File: src/rtl/core/slc_pkg.sv
// Shared types and constants for the sequence list engine.
// No dependencies; used by slc_cell, slc_ctrl and sequence_list_engine_core.
package slc_pkg;

  localparam int Depth  = 32;
  localparam int RunCap = 32;
  localparam int ValW   = 32;

  typedef enum logic [2:0] {
    OP_PUSH_FRONT = 3'd0,
    OP_PUSH_BACK  = 3'd1,
    OP_POP_FRONT  = 3'd2,
    OP_POP_BACK   = 3'd3,
    OP_REMOVE     = 3'd4,
    OP_READ_FIRST = 3'd5,
    OP_READ_LAST  = 3'd6,
    OP_CLEAR      = 3'd7
  } op_t;

  typedef enum logic [1:0] {
    ST_OK    = 2'd0,
    ST_EMPTY = 2'd1,
    ST_FULL  = 2'd2
  } status_t;

  typedef enum logic [1:0] {
    CM_HOLD    = 2'd0,
    CM_SHIFT_R = 2'd1,
    CM_ROTATE  = 2'd2,
    CM_LOAD    = 2'd3
  } cell_mode_t;

  typedef struct packed {
    cell_mode_t        mode;
    logic [ValW-1:0]   value;
  } cell_cmd_t;

endpackage

File: src/rtl/core/slc_cell.sv
// One list cell: holds the entry at list position INDEX.
// Depends on slc_pkg for the cell command struct.
module slc_cell #(
  parameter int DEPTH = slc_pkg::Depth,
  parameter int INDEX = 0
) (
  input  logic                             clk,
  input  slc_pkg::cell_cmd_t               cmd,
  input  logic [$clog2(DEPTH+1)-1:0]       len,
  input  logic [slc_pkg::ValW-1:0]         left,
  input  logic [slc_pkg::ValW-1:0]         right,
  input  logic [slc_pkg::ValW-1:0]         head,
  output logic [slc_pkg::ValW-1:0]         data
);

  localparam int CW = $clog2(DEPTH + 1);

  logic [slc_pkg::ValW-1:0] data_next;

  always_comb begin
    case (cmd.mode)
      slc_pkg::CM_HOLD:    data_next = data;
      slc_pkg::CM_SHIFT_R: data_next = left;
      slc_pkg::CM_ROTATE:  data_next = (CW'(INDEX + 1) == len) ? head : right;
      slc_pkg::CM_LOAD:    data_next = (CW'(INDEX) == len) ? cmd.value : data;
      default:             data_next = data;
    endcase
  end

  always_ff @(posedge clk) begin
    data <= data_next;
  end

endmodule

File: src/rtl/core/slc_ctrl.sv
// Sequencer for the list engine: takes words, steers the cell row, counts
// entries and drives the result register. Depends on slc_pkg.
module slc_ctrl #(
  parameter int DEPTH = slc_pkg::Depth
) (
  input  logic                             clk,
  input  logic                             rst,
  input  logic                             req_valid,
  output logic                             req_stall,
  input  logic [2:0]                       operation,
  input  logic signed [31:0]               item_value,
  input  logic [5:0]                       count_limit,
  output logic                             rsp_valid,
  input  logic                             rsp_stall,
  output logic signed [31:0]               out_value,
  output logic                             last_of_run,
  output logic [1:0]                       status,
  output logic [5:0]                       occupancy,
  input  logic [slc_pkg::ValW-1:0]         head,
  output slc_pkg::cell_cmd_t               cmd,
  output logic [$clog2(DEPTH+1)-1:0]       len
);

  localparam int CW = $clog2(DEPTH + 1);

  typedef enum logic {S_IDLE, S_RUN} state_t;

  state_t                   state;
  slc_pkg::op_t             op;
  logic [slc_pkg::ValW-1:0] val;
  logic [5:0]               lim;
  logic [CW-1:0]            count;
  logic [CW-1:0]            steps;
  logic [CW-1:0]            idx;

  logic                     out_free;
  logic                     emit;
  logic                     done;
  logic [slc_pkg::ValW-1:0] e_val;
  logic                     e_last;
  slc_pkg::status_t         e_status;
  logic [CW-1:0]            count_next;
  logic [CW-1:0]            idx_next;
  logic [31:0]              n_w;
  logic [31:0]              occ_w;
  logic [CW-1:0]            rd_n;
  logic [CW-1:0]            rd_start;
  logic [CW-1:0]            rd_stop;
  logic                     in_window;

  assign req_stall = (state != S_IDLE);
  assign out_free  = !rsp_valid || !rsp_stall;
  assign len       = count;

  always_comb begin
    n_w = (32'(lim) < 32'(count)) ? 32'(lim) : 32'(count);
    if (n_w > 32'(slc_pkg::RunCap)) n_w = 32'(slc_pkg::RunCap);
    rd_n = CW'(n_w);
    if (op == slc_pkg::OP_READ_FIRST) begin
      rd_start = '0;
      rd_stop  = rd_n - CW'(1);
    end else begin
      rd_start = count - rd_n;
      rd_stop  = count - CW'(1);
    end
    in_window = (idx >= rd_start) && (idx <= rd_stop);
  end

  always_comb begin
    cmd.mode   = slc_pkg::CM_HOLD;
    cmd.value  = val;
    emit       = 1'b0;
    done       = 1'b0;
    e_val      = '0;
    e_last     = 1'b1;
    e_status   = slc_pkg::ST_OK;
    count_next = count;
    idx_next   = idx;
    if (state == S_RUN) begin
      unique case (op) inside
        slc_pkg::OP_PUSH_FRONT, slc_pkg::OP_PUSH_BACK: begin
          if (out_free) begin
            emit = 1'b1;
            done = 1'b1;
            if (count == CW'(DEPTH)) begin
              e_status = slc_pkg::ST_FULL;
            end else begin
              cmd.mode   = (op == slc_pkg::OP_PUSH_FRONT) ? slc_pkg::CM_SHIFT_R
                                                          : slc_pkg::CM_LOAD;
              count_next = count + CW'(1);
            end
          end
        end
        slc_pkg::OP_POP_FRONT, slc_pkg::OP_POP_BACK: begin
          if (out_free) begin
            emit = 1'b1;
            done = 1'b1;
            if (count == '0) begin
              e_status = slc_pkg::ST_EMPTY;
            end else begin
              cmd.mode   = (op == slc_pkg::OP_POP_FRONT) ? slc_pkg::CM_ROTATE
                                                         : slc_pkg::CM_HOLD;
              count_next = count - CW'(1);
            end
          end
        end
        slc_pkg::OP_REMOVE: begin
          if (idx != steps) begin
            // front entry goes to the back unless it matches
            cmd.mode = slc_pkg::CM_ROTATE;
            idx_next = idx + CW'(1);
            if (head == val) count_next = count - CW'(1);
          end else if (out_free) begin
            emit = 1'b1;
            done = 1'b1;
          end
        end
        slc_pkg::OP_READ_FIRST, slc_pkg::OP_READ_LAST: begin
          if (count == '0) begin
            if (out_free) begin
              emit     = 1'b1;
              done     = 1'b1;
              e_status = slc_pkg::ST_EMPTY;
            end
          end else if (rd_n == '0) begin
            if (out_free) begin
              emit = 1'b1;
              done = 1'b1;
            end
          end else if (!in_window || out_free) begin
            // one full rotation restores the list
            cmd.mode = slc_pkg::CM_ROTATE;
            idx_next = idx + CW'(1);
            emit     = in_window;
            e_val    = head;
            e_last   = (idx == rd_stop);
            done     = (idx == count - CW'(1));
          end
        end
        slc_pkg::OP_CLEAR: begin
          if (out_free) begin
            emit       = 1'b1;
            done       = 1'b1;
            count_next = '0;
          end
        end
      endcase
    end
    occ_w = 32'(count_next);
  end

  always_ff @(posedge clk) begin
    if (rst) begin
      state     <= S_IDLE;
      count     <= '0;
      idx       <= '0;
      rsp_valid <= 1'b0;
    end else begin
      unique case (state)
        S_IDLE: begin
          if (req_valid) begin
            state <= S_RUN;
            op    <= slc_pkg::op_t'(operation);
            val   <= item_value;
            lim   <= count_limit;
            steps <= count;
            idx   <= '0;
          end
        end
        S_RUN: begin
          count <= count_next;
          idx   <= idx_next;
          if (done) state <= S_IDLE;
        end
      endcase
      if (emit) begin
        rsp_valid   <= 1'b1;
        out_value   <= e_val;
        last_of_run <= e_last;
        status      <= e_status;
        occupancy   <= occ_w[5:0];
      end else if (!rsp_stall) begin
        rsp_valid <= 1'b0;
      end
    end
  end

  a_accept_busy: assert property (@(posedge clk) disable iff (rst)
    req_valid && !req_stall |=> req_stall)
    else $error("engine not busy after accepting a word");

  a_count_bound: assert property (@(posedge clk) disable iff (rst)
    count <= CW'(DEPTH))
    else $error("entry count above depth");

  a_idle_count: assert property (@(posedge clk) disable iff (rst)
    state == S_IDLE |=> $stable(count))
    else $error("entry count moved while idle");

  a_remove_shrinks: assert property (@(posedge clk) disable iff (rst)
    state == S_RUN && op == slc_pkg::OP_REMOVE |=> count <= $past(count))
    else $error("remove grew the list");

endmodule

File: src/rtl/core/sequence_list_engine_core.sv
// Sequence list engine top level: a row of DEPTH cells holding the list in
// order (cell 0 is the front) plus the sequencer. Depends on slc_pkg,
// slc_cell and slc_ctrl.
//
// The engine takes one word, works on it, and takes the next once it is
// done; a result waiting in the output register does not hold off the next
// word. A push, pop or clear is accepted and then done in one step once the
// output register is free. Remove and read walk the list by rotating the
// cell row one position per cycle; a read of an empty list or of zero
// entries only returns a status word. A read emits one word per cycle from
// the front cell and holds its rotation while the result side stalls. Reads
// return the list unchanged after a full rotation.
module sequence_list_engine_core #(
  parameter int DEPTH = slc_pkg::Depth
) (
  input  logic                clk,
  input  logic                rst,
  input  logic                req_valid,
  output logic                req_stall,
  input  logic [2:0]          operation,
  input  logic signed [31:0]  item_value,
  input  logic [5:0]          count_limit,
  output logic                rsp_valid,
  input  logic                rsp_stall,
  output logic signed [31:0]  out_value,
  output logic                last_of_run,
  output logic [1:0]          status,
  output logic [5:0]          occupancy
);

  localparam int CW = $clog2(DEPTH + 1);

  slc_pkg::cell_cmd_t       cmd;
  logic [CW-1:0]            len;
  logic [slc_pkg::ValW-1:0] cell_data [DEPTH];

  slc_ctrl #(.DEPTH(DEPTH)) u_ctrl (
    .clk         (clk),
    .rst         (rst),
    .req_valid   (req_valid),
    .req_stall   (req_stall),
    .operation   (operation),
    .item_value  (item_value),
    .count_limit (count_limit),
    .rsp_valid   (rsp_valid),
    .rsp_stall   (rsp_stall),
    .out_value   (out_value),
    .last_of_run (last_of_run),
    .status      (status),
    .occupancy   (occupancy),
    .head        (cell_data[0]),
    .cmd         (cmd),
    .len         (len)
  );

  for (genvar g = 0; g < DEPTH; g++) begin : g_cell
    logic [slc_pkg::ValW-1:0] left_in;
    logic [slc_pkg::ValW-1:0] right_in;

    if (g == 0) begin : g_first
      assign left_in = cmd.value;
    end else begin : g_mid_l
      assign left_in = cell_data[g-1];
    end

    if (g == DEPTH - 1) begin : g_last
      assign right_in = cell_data[0];
    end else begin : g_mid_r
      assign right_in = cell_data[g+1];
    end

    slc_cell #(.DEPTH(DEPTH), .INDEX(g)) u_cell (
      .clk   (clk),
      .cmd   (cmd),
      .len   (len),
      .left  (left_in),
      .right (right_in),
      .head  (cell_data[0]),
      .data  (cell_data[g])
    );
  end

endmodule

File: config.mk
export PLATFORM = sky130hd
export DESIGN_NAME = sequence_list_engine_core
export DESIGN_NICKNAME = d
export VERILOG_FILES = /design/src/rtl/core/slc_pkg.sv /design/src/rtl/core/slc_cell.sv /design/src/rtl/core/slc_ctrl.sv /design/src/rtl/core/sequence_list_engine_core.sv
export SDC_FILE = /design/constraint.sdc
export NUM_CORES = 2
export LEC_CHECK = 0
export BUFFER_PORTS_ARGS = -buffer_cell sky130_fd_sc_hd__buf_2
export CORE_UTILIZATION = 40
export CTS_BUF_LIST = sky130_fd_sc_hd__clkbuf_4
export CTS_CLUSTER_SIZE = 24
export DETAILED_ROUTE_END_ITERATION = 12
export GPL_TIMING_DRIVEN = 0
export PLACE_DENSITY_LB_ADDON = 0.12
export SLEW_MARGIN = 15
export SYNTH_ARGS = -nofsm -noshare
export SYNTH_HDL_FRONTEND = slang
export SYNTH_HIERARCHICAL = 1
export SYNTH_SLANG_ARGS = --single-unit
File: constraint.sdc
create_clock -name clk -period 18.5 [get_ports clk]
set_input_delay 1.85 -clock clk [delete_from_list [all_inputs] [get_ports clk]]
set_output_delay 1.85 -clock clk [all_outputs]
set_load 0.02 [all_outputs]
==> results.ini <==
[placed_design]
post-place-ws_ns=9.58
routabilityCongestion=0.921
placed_area_um2=89400
port_buffers=86
dp_hpwl_mm=283

[die]
start_util_pct=40.4
die_h_um=452
top_level_ports=88
rows=164
die_area_um2=205000
die_x_um=452
core_um2=200000

[setup_path]
worstPathRequired_ns=19.50
crit_path_end_kind=register
critical_path_class=register to register
cp_slowest_cell=o21a_2
critPathMaxStageDelay_ns=0.74
cp_top_family=compound AO/OA/AOI/OAI gates
path_max_fanout=32
critPathLaunchType=register
worst-path-buf-inv=12
cp_data_arrival_time_ns=10.11

[yosys]
ys_dominant_reg_cell=edfxtp_1
postSynthCellCount=7933
synth_area_um2=81100
synth_compound_area_share_pct=24.1
synth_fa_ha_area_share_pct=0.426
synth_top_area_share_pct=41.2
synth_top_family_by_area=simple AND/OR/NAND/NOR gates
synth_edf_count=1112
synth_simple_gate_area_share_pct=25.0
async_flop_share_pct=0
ys_seq_elements=1126
synth.area.mux_share_pct=0.154
synth-xor-area-share_pct=0.616
synth.avg_cell_area_um2=10.2
synthesis.nets=8005
yosys_warnings=6
synth.area.top_cells=edfxtp_1, o211ai_2, a31oi_1
ys_seq_area_share_pct=41.5
synth_top_cell_by_area=edfxtp_1
synth_cell_types=82

[grt]
grtUsageTotal_pct=34.5
grt_max_degree=44
grt_pass1_wl_mm=524
overflow=0
antenna_found_initial=10
first_global_vias=76483

[timing]
hold_violations=0
relSlewSlack_pct=34.9
post-route-period-util_pct=49.2
tightestPinTransition_ns=0.976
drv_slew=0
finalSetupViolCount=0
rsz0062_at_grt=no
min_period_ns=9.11
fin_ws_ns=9.39
finClkSkew_ns=0.116
max_clock_freq_mhz=110

[status]
status=finished, final reports clean

[routing]
post_drt_wl_per_cell_um=31.9
num_vias=78057
wl_mm=367
drtIter0Drc=9474
drtPass1Iterations=6
antenna_left=0
drcViolationCount=0
viasPerCell=6.78

[clock_network]
h-tree-depth=5
post_cts_buffers=0
path_clk_slew_ns=0.07
tritoncts=yes
cts.sinks=1126
cts_buffers=351
root_buffer=clkbuf_4
cts_resized=0
clockBufferDepth=4
postCtsHoldBufs=0
clkLatencyLatePin_ns=1.46

[cells_and_area]
final-seq-area_um2=33700
utilization_pct=46.7
fill_cells=18985
final_area_um2=93500
layout-drive-gt1-share_pct=27.1
num-nets-final=8693
syn_to_final_growth_pct=15.4
multi_input_area_um2=40800

[min_path]
hp-class=primary input to register

[pwr]
power.leakage_nw=32.7
ir_drop_mv=0.0720
p_per_area_nw_per_um2=85.9

[job]
drv_cap=0

[cell usage in the layout (no fill, tap or decap), types with 21 or more instances in the layout]
cell type,instances
buf_1,56
inv_1,32
nand4_1,1009
nand2b_1,27
buf_16,52
ha_1,26
o21a_2,32
a31oi_1,1029
clkbuf_4,496
and2_1,47
buf_2,398
clkinv_1,65
nand2_1,52
nand3_1,1032
o21ai_0,75
clkbuf_1,374
o211ai_2,810
o211ai_1,188
o311ai_2,21
nor2b_1,1017
buf_8,184
nor2_1,33
edfxtp_1,1112
buf_6,239
xnor2_1,43
buf_12,24
buf_4,53
nand3b_1,32
a21oi_1,25
[metal layers]
layer  share of wire, %  vias up  GRT usage [%]
met5             0.0035        -              0
met4                6.5        2           19.4
met3                9.9     1425           8.60
met2                 45     4951           55.3
met1                 38    38135           42.3
li1                   -    33544              -
[final cells by class]
cell class | instances | area share, %
Antenna cell | 9 | 0.0241
Buffer | 1055 | 6.99
Clock buffer | 496 | 3.98
Clock inverter | 78 | 0.435
Inverter | 32 | 0.128
Multi-Input combinational cell | 5720 | 43.6
Sequential cell | 1126 | 36.0
Tap cell | 2656 | 3.55
Timing Repair Buffer | 335 | 5.22
[power breakdown]
part / switching (W) / total [W] / leakage [nW] / internal [W]
clock: 0.00124 / 0.00251 / 2.48 / 0.00127
sequential: 0.000295 / 0.00348 / 10.4 / 0.00319
combinational: 0.00135 / 0.00204 / 19.7 / 0.000697
total: 0.00288 / 0.00804 / 32.7 / 0.00516
[sequential cells by signal (all words and copies together), names as in the netlist]
signal and flops:
u_ctrl/status 2, u_ctrl/last_of_run 1, u_ctrl/req_stall 1, u_ctrl/op 3
u_ctrl/val 32, u_ctrl/out_value 32, u_ctrl/idx 6, g_cell.u_cell/data 1024
u_ctrl/len 6, u_ctrl/rsp_valid 1, u_ctrl/steps 6, u_ctrl/occupancy 6
u_ctrl/lim 6
[cell usage after synthesis, types with 34 or more instances]
cell type and number:
buf_1 56, o21ai_0 75, buf_6 237, and2_1 48, buf_4 53, nand3_1 1032, nor2b_1 1017, xnor2_1 43
o21a_1 36, o211ai_2 810, edfxtp_1 1112, nand2_1 52, o211ai_1 188, a31oi_1 1029, buf_2 312, nor2_1 34
clkbuf_1 374, nand4_1 1009
[worst paths after layout]
check                                  start                    endpoint  slack (ns)  cells past startpoint
setup / recovery               u_ctrl/len[3]   g_cell[4].u_cell/data[15]        9.39                     31
hold / removal                item_value[28]              u_ctrl/val[28]        0.56                      1
setup reg to reg               u_ctrl/len[3]   g_cell[4].u_cell/data[15]        9.39                     31
hold reg to reg   g_cell[30].u_cell/data[28]  g_cell[29].u_cell/data[28]        0.57                      2
[metrics by stage]
stage	hold slack (ns)	setup TNS [ns]	power (W)	cells
after floorplan	0.525	0	0.00461	7933
final	0.563	0	0.00804	11507
after detailed placement	0.573	0	0.00549	10924
after global routing	0.513	0	0.00830	11506
after global placement	0.574	-31.35	0.00534	10675
after CTS	0.496	0	0.00799	11498
[cells by family (layout without fill, tap and decap cells)]
group,count (synthesis),after routing
compound gates,2230,2230
xor+xnor,57,57
fa+ha+maj,27,27
buf+inv,1087,1996
flops,1126,1126
mux,12,12
other cells,0,9
simple gates,3394,3394
Power figures use the tool's default switching activity.
